--- config.mk ---
export PLATFORM = sky130hd
export DESIGN_NAME = polyt_window_start_finder
export DESIGN_NICKNAME = d
export VERILOG_FILES = /design/src/hdl/pwsf_pkg.sv /design/src/hdl/polyt_window_start_finder.sv /design/src/hdl/pwsf_front.sv /design/src/hdl/pwsf_queue.sv /design/src/hdl/pwsf_back.sv
export SDC_FILE = /design/constraint.sdc
export NUM_CORES = 1
export LEC_CHECK = 0
export ABC_AREA = 1
export BUFFER_PORTS_ARGS = -buffer_cell sky130_fd_sc_hd__clkbuf_2
export CAP_MARGIN = 5
export CORE_UTILIZATION = 60
export DETAILED_ROUTE_END_ITERATION = 12
export HOLD_SLACK_MARGIN = 0.06
export PLACE_DENSITY = 0.75
export SYNTH_ARGS = -nofsm -noshare
export SYNTH_HDL_FRONTEND = slang
export SYNTH_SLANG_ARGS = --single-unit
--- constraint.sdc ---
create_clock -name clk -period 21.1 [get_ports clk]
set_input_delay 4.22 -clock clk [delete_from_list [all_inputs] [get_ports clk]]
set_output_delay 4.22 -clock clk [all_outputs]
set_load 0.01 [all_outputs]
--- src/hdl/pwsf_pkg.sv ---
// shared types and constants for the poly-t window start finder
package pwsf_pkg;

  // ascii code of an uppercase t
  localparam logic [7:0] T_CHAR = 8'd84;

  // length of the t run searched for inside the chosen window
  localparam int RUN_LEN = 3;

  // default largest window the history holds
  localparam int MAX_WINDOW_DEF = 64;

  // field widths
  localparam int BASE_W = 8;
  localparam int IDX_W  = 16;
  localparam int POS_W  = 17;
  localparam int REG_W  = 7;

  // configuration register indexes
  localparam logic REG_WINDOW_LENGTH   = 1'b0;
  localparam logic REG_MIN_T_IN_WINDOW = 1'b1;

  // register reset values
  localparam logic [REG_W-1:0] WINDOW_LENGTH_RST   = 7'd16;
  localparam logic [REG_W-1:0] MIN_T_IN_WINDOW_RST = 7'd12;

  // entries of the queue between front and back
  localparam int QUEUE_DEPTH = 4;
  localparam int QUEUE_PTR_W = 2;

  // classified base as it travels from front to back
  typedef struct packed {
    logic             tflag;
    logic [IDX_W-1:0] idx;
    logic             last;
  } item_t;

  // back end sequencer states
  typedef enum logic {
    BK_RUN,
    BK_RECOUNT
  } back_state_t;

endpackage

--- src/hdl/polyt_window_start_finder.sv ---
// top level of the poly-t window start finder
//
// in_ channel: one base per transfer; in_tdata holds base[7:0] and
// base_index[23:8], in_tlast marks the final base of a stream.
// out_ channel: one transfer per stream, after its final base; out_tdata
// holds found[0] and polyt_position[17:1].
// cfg_ port: cfg_we writes cfg_wdata into register cfg_addr
// (0 window_length, 1 min_t_in_window) at the clock edge.
// Throughput is one base per cycle outside recounts and result stalls: the
// window count is updated in place and the oldest run of three ts is found
// by a priority search over the history. With the queue empty, the final
// base passes the queue and then the output register before out_tvalid rises.
// After a window_length write the back end recounts its history over the
// clamped window length (3 to MAX_WINDOW); bases keep queueing.
// When the receiver stalls, the result waits in the output register, the
// back end keeps taking bases until it meets the next final base, and the
// four-entry queue then fills before in_tready drops.
// rst_n (synchronous, active low) clears stream state, queue and the result
// valid flag, and restores the register defaults 16 and 12.
module polyt_window_start_finder #(
  parameter int MAX_WINDOW = pwsf_pkg::MAX_WINDOW_DEF
) (
  input  logic                       clk,
  input  logic                       rst_n,
  input  logic                       in_tvalid,
  output logic                       in_tready,
  input  logic [23:0]                in_tdata,   // base[7:0], base_index[23:8]
  input  logic                       in_tlast,
  output logic                       out_tvalid,
  input  logic                       out_tready,
  output logic [23:0]                out_tdata,  // found[0], polyt_position[17:1]
  input  logic                       cfg_we,
  input  logic                       cfg_addr,
  input  logic [pwsf_pkg::REG_W-1:0] cfg_wdata
);

  logic [pwsf_pkg::REG_W-1:0] window_length_r;
  logic [pwsf_pkg::REG_W-1:0] min_t_in_window_r;
  logic                       recount_start;
  logic                       queue_full;
  logic                       push;
  pwsf_pkg::item_t            push_item;
  logic                       pop;
  logic                       fifo_valid;
  pwsf_pkg::item_t            fifo_item;

  // configuration registers
  always_ff @(posedge clk) begin
    if (!rst_n) begin
      window_length_r   <= pwsf_pkg::WINDOW_LENGTH_RST;
      min_t_in_window_r <= pwsf_pkg::MIN_T_IN_WINDOW_RST;
    end else if (cfg_we) begin
      unique case (cfg_addr)
        pwsf_pkg::REG_WINDOW_LENGTH:   window_length_r   <= cfg_wdata;
        pwsf_pkg::REG_MIN_T_IN_WINDOW: min_t_in_window_r <= cfg_wdata;
        default: ;
      endcase
    end
  end

  assign recount_start = cfg_we && (cfg_addr == pwsf_pkg::REG_WINDOW_LENGTH);

  // front end
  pwsf_front u_front (
    .in_tvalid  (in_tvalid),
    .in_tready  (in_tready),
    .in_tdata   (in_tdata),
    .in_tlast   (in_tlast),
    .queue_full (queue_full),
    .push       (push),
    .push_item  (push_item)
  );

  // queue between front and back
  pwsf_queue u_queue (
    .clk       (clk),
    .rst_n     (rst_n),
    .push      (push),
    .push_item (push_item),
    .pop       (pop),
    .full      (queue_full),
    .valid     (fifo_valid),
    .head      (fifo_item)
  );

  // back end
  pwsf_back #(
    .MAX_WINDOW (MAX_WINDOW)
  ) u_back (
    .clk             (clk),
    .rst_n           (rst_n),
    .window_length   (window_length_r),
    .min_t_in_window (min_t_in_window_r),
    .recount_start   (recount_start),
    .fifo_valid      (fifo_valid),
    .fifo_item       (fifo_item),
    .pop             (pop),
    .out_tvalid      (out_tvalid),
    .out_tready      (out_tready),
    .out_tdata       (out_tdata)
  );

endmodule

--- src/hdl/pwsf_front.sv ---
// front end: takes base transfers, classifies each base as t or not
module pwsf_front (
  input  logic                 in_tvalid,
  output logic                 in_tready,
  input  logic [23:0]          in_tdata,   // base[7:0], base_index[23:8]
  input  logic                 in_tlast,
  input  logic                 queue_full,
  output logic                 push,
  output pwsf_pkg::item_t      push_item
);

  logic [pwsf_pkg::BASE_W-1:0] base;
  logic [pwsf_pkg::IDX_W-1:0]  base_index;

  // unpack the payload
  assign base       = in_tdata[pwsf_pkg::BASE_W-1:0];
  assign base_index = in_tdata[pwsf_pkg::BASE_W +: pwsf_pkg::IDX_W];

  // accept whenever the queue has room
  assign in_tready = !queue_full;
  assign push      = in_tvalid && in_tready;

  // classify and hand on
  always_comb begin
    push_item.tflag = (base == pwsf_pkg::T_CHAR);
    push_item.idx   = base_index;
    push_item.last  = in_tlast;
  end

endmodule

--- src/hdl/pwsf_queue.sv ---
// short queue that decouples the front end from the back end
module pwsf_queue (
  input  logic            clk,
  input  logic            rst_n,
  input  logic            push,
  input  pwsf_pkg::item_t push_item,
  input  logic            pop,
  output logic            full,
  output logic            valid,
  output pwsf_pkg::item_t head
);

  localparam int PW = pwsf_pkg::QUEUE_PTR_W;
  localparam int DEPTH = pwsf_pkg::QUEUE_DEPTH;

  pwsf_pkg::item_t mem_r [DEPTH];
  logic [PW-1:0]   wr_ptr_r;
  logic [PW-1:0]   rd_ptr_r;
  logic [PW:0]     fill_r;

  assign full  = (fill_r == (PW+1)'(DEPTH));
  assign valid = (fill_r != '0);
  assign head  = mem_r[rd_ptr_r];

  // storage
  always_ff @(posedge clk) begin
    if (push) begin
      mem_r[wr_ptr_r] <= push_item;
    end
  end

  // pointers and fill level
  always_ff @(posedge clk) begin
    if (!rst_n) begin
      wr_ptr_r <= '0;
      rd_ptr_r <= '0;
      fill_r   <= '0;
    end else begin
      if (push) begin
        wr_ptr_r <= wr_ptr_r + 1'b1;
      end
      if (pop) begin
        rd_ptr_r <= rd_ptr_r + 1'b1;
      end
      if (push && !pop) begin
        fill_r <= fill_r + 1'b1;
      end else if (pop && !push) begin
        fill_r <= fill_r - 1'b1;
      end
    end
  end

endmodule

--- src/hdl/pwsf_back.sv ---
// back end: sliding t window, qualification, run search and result register
module pwsf_back #(
  parameter int MAX_WINDOW = pwsf_pkg::MAX_WINDOW_DEF
) (
  input  logic                       clk,
  input  logic                       rst_n,
  input  logic [pwsf_pkg::REG_W-1:0] window_length,
  input  logic [pwsf_pkg::REG_W-1:0] min_t_in_window,
  input  logic                       recount_start,
  input  logic                       fifo_valid,
  input  pwsf_pkg::item_t            fifo_item,
  output logic                       pop,
  output logic                       out_tvalid,
  input  logic                       out_tready,
  output logic [23:0]                out_tdata   // found[0], polyt_position[17:1]
);

  localparam int CLOG = $clog2(MAX_WINDOW + 1);
  localparam int CW   = (CLOG > pwsf_pkg::REG_W) ? CLOG : pwsf_pkg::REG_W;
  localparam int HW   = $clog2(MAX_WINDOW);
  localparam int PW   = pwsf_pkg::POS_W;

  pwsf_pkg::back_state_t state_r, state_nxt;

  logic [MAX_WINDOW-1:0] hist_r, hist_nxt;
  logic [CW-1:0]         cnt_r, cnt_nxt;
  logic [CW-1:0]         seen_r, seen_nxt;
  logic                  done_r, done_nxt;
  logic                  res_found_r, res_found_nxt;
  logic [PW-1:0]         res_pos_r, res_pos_nxt;
  logic [CW-1:0]         sweep_j_r, sweep_j_nxt;
  logic [CW-1:0]         sweep_acc_r, sweep_acc_nxt;
  logic                  out_valid_r, out_valid_nxt;
  logic                  out_found_r, out_found_nxt;
  logic [PW-1:0]         out_pos_r, out_pos_nxt;

  logic [CW-1:0]         wl_ext;
  logic [CW-1:0]         w_eff;
  logic [CW-1:0]         w_last;
  logic [CW-1:0]         run_limit;
  logic [MAX_WINDOW-1:0] hist_step;
  logic [CW-1:0]         cnt_step;
  logic [CW-1:0]         seen_step;
  logic                  leave_bit;
  logic                  qualify;
  logic                  run_any;
  logic [HW-1:0]         run_sel;
  logic [PW-1:0]         run_pos;
  logic                  sweep_bit;

  // effective window length, clamped to the legal range
  assign wl_ext = CW'(window_length);
  always_comb begin
    if (wl_ext < CW'(pwsf_pkg::RUN_LEN)) begin
      w_eff = CW'(pwsf_pkg::RUN_LEN);
    end else if (wl_ext > CW'(MAX_WINDOW)) begin
      w_eff = CW'(MAX_WINDOW);
    end else begin
      w_eff = wl_ext;
    end
  end
  assign w_last    = w_eff - 1'b1;
  assign run_limit = w_eff - CW'(pwsf_pkg::RUN_LEN);

  // one window step: shift in the new flag, drop the one leaving the window
  assign hist_step = {hist_r[MAX_WINDOW-2:0], fifo_item.tflag};
  assign leave_bit = hist_r[w_last[HW-1:0]];
  assign cnt_step  = cnt_r + CW'(fifo_item.tflag) - CW'(leave_bit);
  assign seen_step = (seen_r == CW'(MAX_WINDOW)) ? seen_r : seen_r + 1'b1;
  assign qualify   = (seen_step >= w_eff) && (cnt_step >= CW'(min_t_in_window));

  // oldest run of three ts in the window: highest start entry not past the limit
  always_comb begin
    run_any = 1'b0;
    run_sel = '0;
    for (int i = 0; i <= MAX_WINDOW - pwsf_pkg::RUN_LEN; i++) begin
      if (hist_step[i] && hist_step[i+1] && hist_step[i+2] && (CW'(i) <= run_limit)) begin
        run_any = 1'b1;
        run_sel = HW'(i);
      end
    end
  end

  // position just after the run, wrapping at the field width
  assign run_pos = {1'b0, fifo_item.idx} + PW'(1) - PW'(run_sel);

  // history bit visited by the recount sweep
  assign sweep_bit = hist_r[sweep_j_r[HW-1:0]];

  // state register and datapath registers
  always_ff @(posedge clk) begin
    if (!rst_n) begin
      state_r     <= pwsf_pkg::BK_RUN;
      hist_r      <= '0;
      cnt_r       <= '0;
      seen_r      <= '0;
      done_r      <= 1'b0;
      res_found_r <= 1'b0;
      res_pos_r   <= '0;
      sweep_j_r   <= '0;
      sweep_acc_r <= '0;
      out_valid_r <= 1'b0;
    end else begin
      state_r     <= state_nxt;
      hist_r      <= hist_nxt;
      cnt_r       <= cnt_nxt;
      seen_r      <= seen_nxt;
      done_r      <= done_nxt;
      res_found_r <= res_found_nxt;
      res_pos_r   <= res_pos_nxt;
      sweep_j_r   <= sweep_j_nxt;
      sweep_acc_r <= sweep_acc_nxt;
      out_valid_r <= out_valid_nxt;
    end
  end

  // result payload
  always_ff @(posedge clk) begin
    out_found_r <= out_found_nxt;
    out_pos_r   <= out_pos_nxt;
  end

  // next state and datapath control
  always_comb begin
    state_nxt     = state_r;
    hist_nxt      = hist_r;
    cnt_nxt       = cnt_r;
    seen_nxt      = seen_r;
    done_nxt      = done_r;
    res_found_nxt = res_found_r;
    res_pos_nxt   = res_pos_r;
    sweep_j_nxt   = sweep_j_r;
    sweep_acc_nxt = sweep_acc_r;
    out_valid_nxt = out_valid_r && !out_tready;
    out_found_nxt = out_found_r;
    out_pos_nxt   = out_pos_r;
    pop           = 1'b0;

    unique case (state_r)
      pwsf_pkg::BK_RUN: begin
        // a final base needs the result register free
        pop = fifo_valid && (!fifo_item.last || !out_valid_r || out_tready);
        if (pop) begin
          if (!done_r) begin
            hist_nxt = hist_step;
            cnt_nxt  = cnt_step;
            seen_nxt = seen_step;
            if (qualify) begin
              done_nxt = 1'b1;
              if (run_any) begin
                res_found_nxt = 1'b1;
                res_pos_nxt   = run_pos;
              end
            end
          end
          // end of stream: load the result and clear the stream state
          if (fifo_item.last) begin
            out_valid_nxt = 1'b1;
            out_found_nxt = res_found_nxt;
            out_pos_nxt   = res_found_nxt ? res_pos_nxt : '0;
            hist_nxt      = '0;
            cnt_nxt       = '0;
            seen_nxt      = '0;
            done_nxt      = 1'b0;
            res_found_nxt = 1'b0;
            res_pos_nxt   = '0;
          end
        end
      end
      pwsf_pkg::BK_RECOUNT: begin
        // rebuild the window count after a new window length
        if (sweep_j_r == w_last) begin
          cnt_nxt   = sweep_acc_r + CW'(sweep_bit);
          state_nxt = pwsf_pkg::BK_RUN;
        end else begin
          sweep_acc_nxt = sweep_acc_r + CW'(sweep_bit);
          sweep_j_nxt   = sweep_j_r + 1'b1;
        end
      end
      default: begin
        state_nxt = pwsf_pkg::BK_RUN;
      end
    endcase

    // a window length write restarts the sweep
    if (recount_start) begin
      state_nxt     = pwsf_pkg::BK_RECOUNT;
      sweep_j_nxt   = '0;
      sweep_acc_nxt = '0;
    end
  end

  assign out_tvalid = out_valid_r;
  assign out_tdata  = {{(24 - PW - 1){1'b0}}, out_pos_r, out_found_r};

endmodule

==> flow_summary.json, run 1 <==
{
  "clk_latency_ps": 550,
  "wl_um": 37700,
  "clock_sinks": 226,
  "cts_tree": "done",
  "cp.arrival_ps": 8720,
  "cp.depth": 87,
  "fin_crit_sh_pct": 39.5,
  "cp_num_buf_inv": 4,
  "die_height_um": 153,
  "antenna_found_initial": 2,
  "die_width_um": 153,
  "cp-end-kind": "register",
  "grt_start_max_net_pins": 106,
  "synth_edf_count": 90,
  "cts_buffer_depth": 3,
  "finalHoldViolCount": 0,
  "core_um2": 22100,
  "first_global_vias": 11824,
  "start_util_pct": 61.9,
  "routedWlPerCell_um": 17.5,
  "slowest_delay_ps": 390,
  "ys_ff_latch": 226,
  "gp_congestion": 0.989,
  "grt_first_pass_wirelength_um": 60400,
  "finalPower_w": 0.00207,
  "post_cts.repair.setup_buffers": 0,
  "ys_types": 58,
  "path_max_fanout": 33,
  "register_area_um2": 5430,
  "fmax_mhz": 120,
  "slowest_stage": "buf_4",
  "cp-start-kind": "register",
  "syn_area_per_cell_um2": 7.46,
  "clkTransAtPathRegs_ps": 60,
  "rsz0062_at_grt": "false",
  "gr-total-overflow": 0,
  "fillers": 1883,
  "synth_area_um2": 13700,
  "grt_use_total_pct": 32.3,
  "yosysWarnings": 0,
  "skew_ps": 28.7,
  "synth_cells": 1834,
  "cts-root-buf": "clkbuf_16",
  "fp.dieArea_um2": 23400,
  "numCtsBuffers": 24,
  "path_class": "reg2reg",
  "post_cts_resized": 0,
  "powerDensity_nw_per_um2": 139,
  "peakVddDrop_mv": 0.113,
  "report.final.slew_viol_count": 0,
  "multiInputGateArea_um2": 6890,
  "num_vias": 12609,
  "crit_required_ps": 21500,
  "routed_via_density": 5.85,
  "numPortBuffers": 57,
  "p_leak_nw": 6.18,
  "crit_top_cell": "nand2_1",
  "worst_slew_pin_slew_ps": 1160,
  "ios": 64,
  "drc": 0,
  "setup_viol": 0,
  "num_antenna_cells": 0,
  "synthArstFlopShare_pct": 0,
  "crit_family": "simple AND/OR/NAND/NOR gates",
  "r2r_cells": 87,
  "layout-drive-gt1-share_pct": 8.11,
  "finalSetupTns_ps": 0,
  "dp_hpwl_um": 26700,
  "antenna_left": 0,
  "hold-path-cell-count": 2,
  "drv_cap": 0,
  "htreeDepth": 1,
  "area_growth_pct": 9.34,
  "synth.yosys.seq_area_share_pct": 39.6,
  "slew_headroom_pct": 22.5,
  "holdBufCountCts": 0,
  "synth_top_flop_cell": "dfxtp_1",
  "period_needed_ps": 8330,
  "rows": 54,
  "status": "complete, no violations",
  "drt_iter0_drc": 999,
  "nets": 1955,
  "first_pass_iters": 6,
  "hp-class": "reg2reg"
}
[cells in the final DEF (no fill, tap or decap), types with 5 or more instances in the layout]
| cell | netlist | layout |
|---|---|---|
| nand2_1 | 285 | 284 |
| inv_1 | 264 | 263 |
| a21oi_1 | 226 | 225 |
| nor2_1 | 170 | 170 |
| o21ai_0 | 158 | 158 |
| dfxtp_1 | 136 | 136 |
| edfxtp_1 | 90 | 90 |
| nand3_1 | 68 | 68 |
| ha_1 | 57 | 57 |
| clkbuf_2 | 0 | 57 |
| a211oi_1 | 54 | 54 |
| o22ai_1 | 29 | 29 |
| xor2_1 | 27 | 27 |
| nor3_1 | 27 | 27 |
| clkbuf_16 | 0 | 25 |
| buf_4 | 7 | 18 |
| nand4_1 | 17 | 17 |
| nor4_1 | 15 | 15 |
| a31oi_1 | 9 | 9 |
| o211ai_1 | 9 | 9 |
| a32oi_1 | 9 | 9 |
| clkinv_1 | 4 | 7 |
| nand2_2 | 6 | 7 |
| inv_2 | 7 | 7 |
| xnor2_1 | 8 | 7 |
| o21bai_1 | 7 | 7 |
| o21a_1 | 7 | 7 |
| o2111ai_1 | 6 | 6 |
| a21boi_0 | 6 | 6 |
| clkinv_2 | 0 | 6 |
| conb_1 | 1 | 6 |
| o311ai_0 | 5 | 5 |
| or2_2 | 5 | 5 |
[cell usage after synthesis (3+ instances only)]
| library cell | number | area share [%] |
|---|---|---|
| nor2_1 | 170 | 4.7 |
| or2_2 | 5 | 0.23 |
| a32oi_1 | 9 | 0.58 |
| xor2_1 | 27 | 1.7 |
| clkbuf_1 | 69 | 1.9 |
| nand4_1 | 17 | 0.78 |
| nor4_1 | 15 | 0.69 |
| inv_1 | 264 | 7.2 |
| buf_2 | 3 | 0.11 |
| clkinv_1 | 4 | 0.11 |
| ha_1 | 57 | 5.2 |
| buf_4 | 7 | 0.38 |
| o21a_1 | 7 | 0.38 |
| nand3_1 | 68 | 2.5 |
| dfxtp_1 | 136 | 20 |
| a21oi_1 | 226 | 8.3 |
| edfxtp_1 | 90 | 20 |
| o22ai_1 | 29 | 1.3 |
| xnor2_1 | 8 | 0.51 |
| o311ai_0 | 5 | 0.32 |
| nor3_1 | 27 | 0.99 |
| fa_1 | 3 | 0.44 |
| o2111ai_1 | 6 | 0.38 |
| o211ai_1 | 9 | 0.49 |
| and2_1 | 3 | 0.14 |
| a211oi_1 | 54 | 3.0 |
| o21bai_1 | 7 | 0.38 |
| a31oi_1 | 9 | 0.41 |
| inv_2 | 7 | 0.19 |
| a32o_1 | 3 | 0.22 |
| nand2_1 | 285 | 7.8 |
| o21ai_0 | 158 | 5.8 |
| a21boi_0 | 6 | 0.33 |
| nand2_2 | 6 | 0.27 |
[cells by family (layout without fill, tap and decap cells)]
group,count (synthesis),count (layout),synth area share (%)
adder cells (fa/ha/maj),60,60,5.65
AO/OA/AOI/OAI,539,539,22.5
other,1,6,0.0274
XOR/XNOR,36,36,2.44
flip-flops,226,226,39.6
buffers and inverters,360,396,10.3
AND/OR/NAND/NOR,612,612,19.5
[final cells by class]
cell class,instances,area share (%)
sequential,226,36.3
clock buffer,29,4.35
clock inverter,15,1.20
tap,280,2.34
multi-input combinational,1253,46.0
timing repair buffer,75,2.81
inverter,277,7.01
[path summary, 6_finish.rpt]
path	start	end	slack (ps)
setup / recovery	window_length_r[4]$_SDFFE_PN1P_	u_back.res_pos_r[16]$_SDFFE_PN0P_	12770
hold / removal	u_back.res_pos_r[2]$_SDFFE_PN0P_	u_back.res_pos_r[2]$_SDFFE_PN0P_	470
setup reg to reg	window_length_r[4]$_SDFFE_PN1P_	u_back.res_pos_r[16]$_SDFFE_PN0P_	12770
hold reg to reg	u_back.res_pos_r[2]$_SDFFE_PN0P_	u_back.res_pos_r[2]$_SDFFE_PN0P_	470
[sequential cells by signal (all words and copies together), names as in the netlist, named ones only]
| register | flops |
|---|---|
| u_queue.mem_r | 72 |
| u_back.hist_r | 64 |
| u_back.out_pos_r | 17 |
| u_back.res_pos_r | 17 |
| min_t_in_window_r | 7 |
| u_back.cnt_r | 7 |
| u_back.seen_r | 7 |
| u_back.sweep_acc_r | 7 |
| u_back.sweep_j_r | 7 |
| window_length_r | 7 |
| u_queue.fill_r | 3 |
| u_queue.rd_ptr_r | 2 |
| u_queue.wr_ptr_r | 2 |
| u_back.done_r | 1 |
| u_back.out_found_r | 1 |
| u_back.out_tvalid | 1 |
| u_back.res_found_r | 1 |
| u_back.state_r | 1 |
[tightest hold or removal path, cell delays in order (launching register included)]
cell     delay [ps]
dfxtp_1         310
nand2_1          60
a21oi_1          50
[per-stage QoR]
step           worst slack (ps)  area [um2]  hold WS (ps)  util, %  instances
3_5_place_dp              12990       14100           455     64.0       2111
5_1_grt                   11650       15000           489     67.7       2155
2_1_floorplan             13590       13700           435        -       1839
3_3_place_gp              13200       14100           449     64.0       2111
6_report                  12770       15000           465     67.7       2155
4_1_cts                   12890       15000           465     67.7       2155
[where the power goes]
part           internal (W)  leakage [nW]  total, W  switching [W]
Combinational      0.000334          3.83  0.000994       0.000660
Clock              0.000259         0.402  0.000440       0.000181
Sequential         0.000556          1.95  0.000639      0.0000832
Total               0.00115          6.18   0.00207       0.000924
[layer usage]
| layer | global-route usage [%] | part of all wire [%] | vias up |
|---|---|---|---|
| li1 | - | - | 6247 |
| met1 | 44.7 | 45 | 5794 |
| met2 | 51.8 | 45 | 477 |
| met3 | 4.99 | 8.1 | 89 |
| met4 | 10.4 | 2.8 | 2 |
| met5 | 0 | 0.024 | - |
(Power assumes the default switching activity.)
==> run 2: changes to the inputs <==
--- a/config.mk
+++ b/config.mk
@@ -8,7 +8,7 @@
 export ABC_AREA = 1
 export BUFFER_PORTS_ARGS = -buffer_cell sky130_fd_sc_hd__clkbuf_2
 export CAP_MARGIN = 5
-export CORE_UTILIZATION = 60
+export CORE_UTILIZATION = 57
 export DETAILED_ROUTE_END_ITERATION = 12
 export HOLD_SLACK_MARGIN = 0.06
 export PLACE_DENSITY = 0.75
==> constraint.sdc (replaced) <==
create_clock -name clk -period 6.8 [get_ports clk]
set_input_delay 1.36 -clock clk [delete_from_list [all_inputs] [get_ports clk]]
set_output_delay 1.36 -clock clk [all_outputs]
set_load 0.01 [all_outputs]
==> flow_summary.json, run 2 (synthesized netlist as in run 1, its figures left out) <==
{
  "status": "complete, but fails checks",
  "violations": "negative setup slack",
  "routedWlPerCell_um": 16.9,
  "utilization_pct": 70.1,
  "place_ws_ps": -561,
  "crit_required_ps": 7200,
  "die_width_um": 157,
  "final_cell_mix": "279 x nand2_1, 257 x inv_1, 215 x a21oi_1",
  "layout_commonest_cell": "nand2_1",
  "hp-class": "reg2reg",
  "r2r_end": "u_back.res_pos_r[16]$_SDFFE_PN0P_",
  "gp_congestion": 1.02,
  "rows": 56,
  "cts_tree": "done",
  "slowest_delay_ps": 320,
  "clkTransAtPathRegs_ps": 60,
  "grt_start_max_net_pins": 90,
  "core_um2": 23500,
  "gr-total-overflow": 0,
  "antenna_left": 0,
  "rsz0062_at_grt": "true",
  "num_antenna_cells": 0,
  "path_class": "reg2reg",
  "num_vias": 13388,
  "slowest_stage": "dfxtp_2",
  "powerDensity_nw_per_um2": 440,
  "fp.dieArea_um2": 24600,
  "crit_top_cell": "nand2_1",
  "first_pass_iters": 5,
  "cp-start-kind": "register",
  "numCtsBuffers": 26,
  "die_height_um": 157,
  "skew_ps": 9.94,
  "setup_ws_ps": -478,
  "first_global_vias": 12134,
  "ios": 64,
  "start_util_pct": 58.1,
  "r2r_cells": 85,
  "drv_cap": 0,
  "layout-drive-gt1-share_pct": 17.4,
  "routed_via_density": 5.73,
  "cp-end-kind": "register",
  "drt_iter0_drc": 1281,
  "cts-root-buf": "clkbuf_16",
  "report.final.slew_viol_count": 0,
  "p_leak_nw": 6.92,
  "hold_end": "min_t_in_window_r[1]$_SDFFE_PN0P_",
  "clk_latency_ps": 550,
  "numPortBuffers": 57,
  "grt_first_pass_wirelength_um": 61600,
  "slew_headroom_pct": 17.3,
  "grt_use_total_pct": 31.7,
  "holdCritStartpoint": "min_t_in_window_r[1]$_SDFFE_PN0P_",
  "hold-path-cell-count": 2,
  "r2r_slack_ps": -480,
  "nets": 2097,
  "antenna_found_initial": 0,
  "clock_sinks": 226,
  "reg.largest.list": "u_queue.mem_r: 72 flops, u_back.hist_r: 64 flops",
  "path_max_fanout": 16,
  "fin_crit_sh_pct": 107,
  "peakVddDrop_mv": 0.346,
  "area_growth_pct": 20.6,
  "dp_hpwl_um": 27300,
  "regMostFlops": "u_queue.mem_r",
  "period_needed_ps": 7280,
  "worst_slew_pin_slew_ps": 1240,
  "htreeDepth": 1,
  "cts_buffer_depth": 3,
  "timing.rr.start": "window_length_r[2]$_SDFFE_PN0P_",
  "fmax_mhz": 137,
  "wl_um": 39500,
  "finalHoldViolCount": 0,
  "holdBufCountCts": 0,
  "drc": 0,
  "cp.arrival_ps": 7680,
  "setup_viol": 12,
  "largest_reg_flops": 72
}
## run 2: worst max path at each step
| stage | from | to | slack [ps] | depth (start not counted) |
|---|---|---|---|---|
| after floorplan | window_length_r[4]$_SDFFE_PN1P_ | u_back.out_pos_r[15]$_SDFFCE_PN0P_ | -130 | 93 |
| after global placement | window_length_r[3]$_SDFFE_PN0P_ | u_back.out_pos_r[15]$_SDFFCE_PN0P_ | -340 | 91 |
| after detailed placement | window_length_r[2]$_SDFFE_PN0P_ | u_back.out_pos_r[15]$_SDFFCE_PN0P_ | -560 | 91 |
| after CTS | window_length_r[2]$_SDFFE_PN0P_ | u_back.res_pos_r[15]$_SDFFE_PN0P_ | -380 | 91 |
| after global routing | window_length_r[2]$_SDFFE_PN0P_ | u_back.res_pos_r[16]$_SDFFE_PN0P_ | -1400 | 90 |
| final | window_length_r[2]$_SDFFE_PN0P_ | u_back.res_pos_r[16]$_SDFFE_PN0P_ | -480 | 85 |
## run 2: timing repair
| item | CTS | global route |
|---|---|---|
| resized for setup | 30 | 76 |
| setup buffers | 17 | 12 |
| cloned | 0 | 3 |
| setup endpoints to repair | 19 | 36 |
| pin swaps | 30 | 37 |
## run 2: through the flow
stage | hold WS, ps | power, W | instances | instance area, um2 | setup TNS, ps
after global routing | 489 | 0.00776 | 2338 | 16500 | -19380
final | 468 | 0.00726 | 2338 | 16500 | -4000
after floorplan | 435 | 0.00422 | 1839 | 13800 | -172
after detailed placement | 453 | 0.00532 | 2264 | 15100 | -4860
after CTS | 462 | 0.00690 | 2329 | 16200 | -3500
after global placement | 448 | 0.00522 | 2264 | 15100 | -2470
## run 2: final cells by class
class	instances	area [um2]
inverters	277	1050
well taps	319	399
clock buffers	28	658
multi-input cells	1253	7180
flip-flops and latches	226	5430
repair buffers	215	1580
clock inverters	20	203
fillers	1989	7040
## run 2: per-layer routing
| metal | track usage (%) | share of wire, % | up-vias |
|---|---|---|---|
| met5 | 0 | 0 | - |
| met1 | 43.4 | 43 | 6179 |
| met4 | 10.7 | 3.1 | 0 |
| met3 | 4.49 | 8.1 | 78 |
| li1 | - | - | 6573 |
| met2 | 51.3 | 46 | 558 |
## run 2: power breakdown
part / switching [W] / internal (W) / leakage [nW]
Clock: 0.000578 / 0.000817 / 0.406
Sequential: 0.000249 / 0.00172 / 1.95
Combinational: 0.00237 / 0.00152 / 4.57
## run 2: critical path: cells and delay by family, from the launching register on
kind,cells,cell delay [ps]
flops,1,320
buf+inv,8,910
fa+ha+maj,3,550
xor+xnor,1,120
simple gates,59,3360
compound gates,14,1890
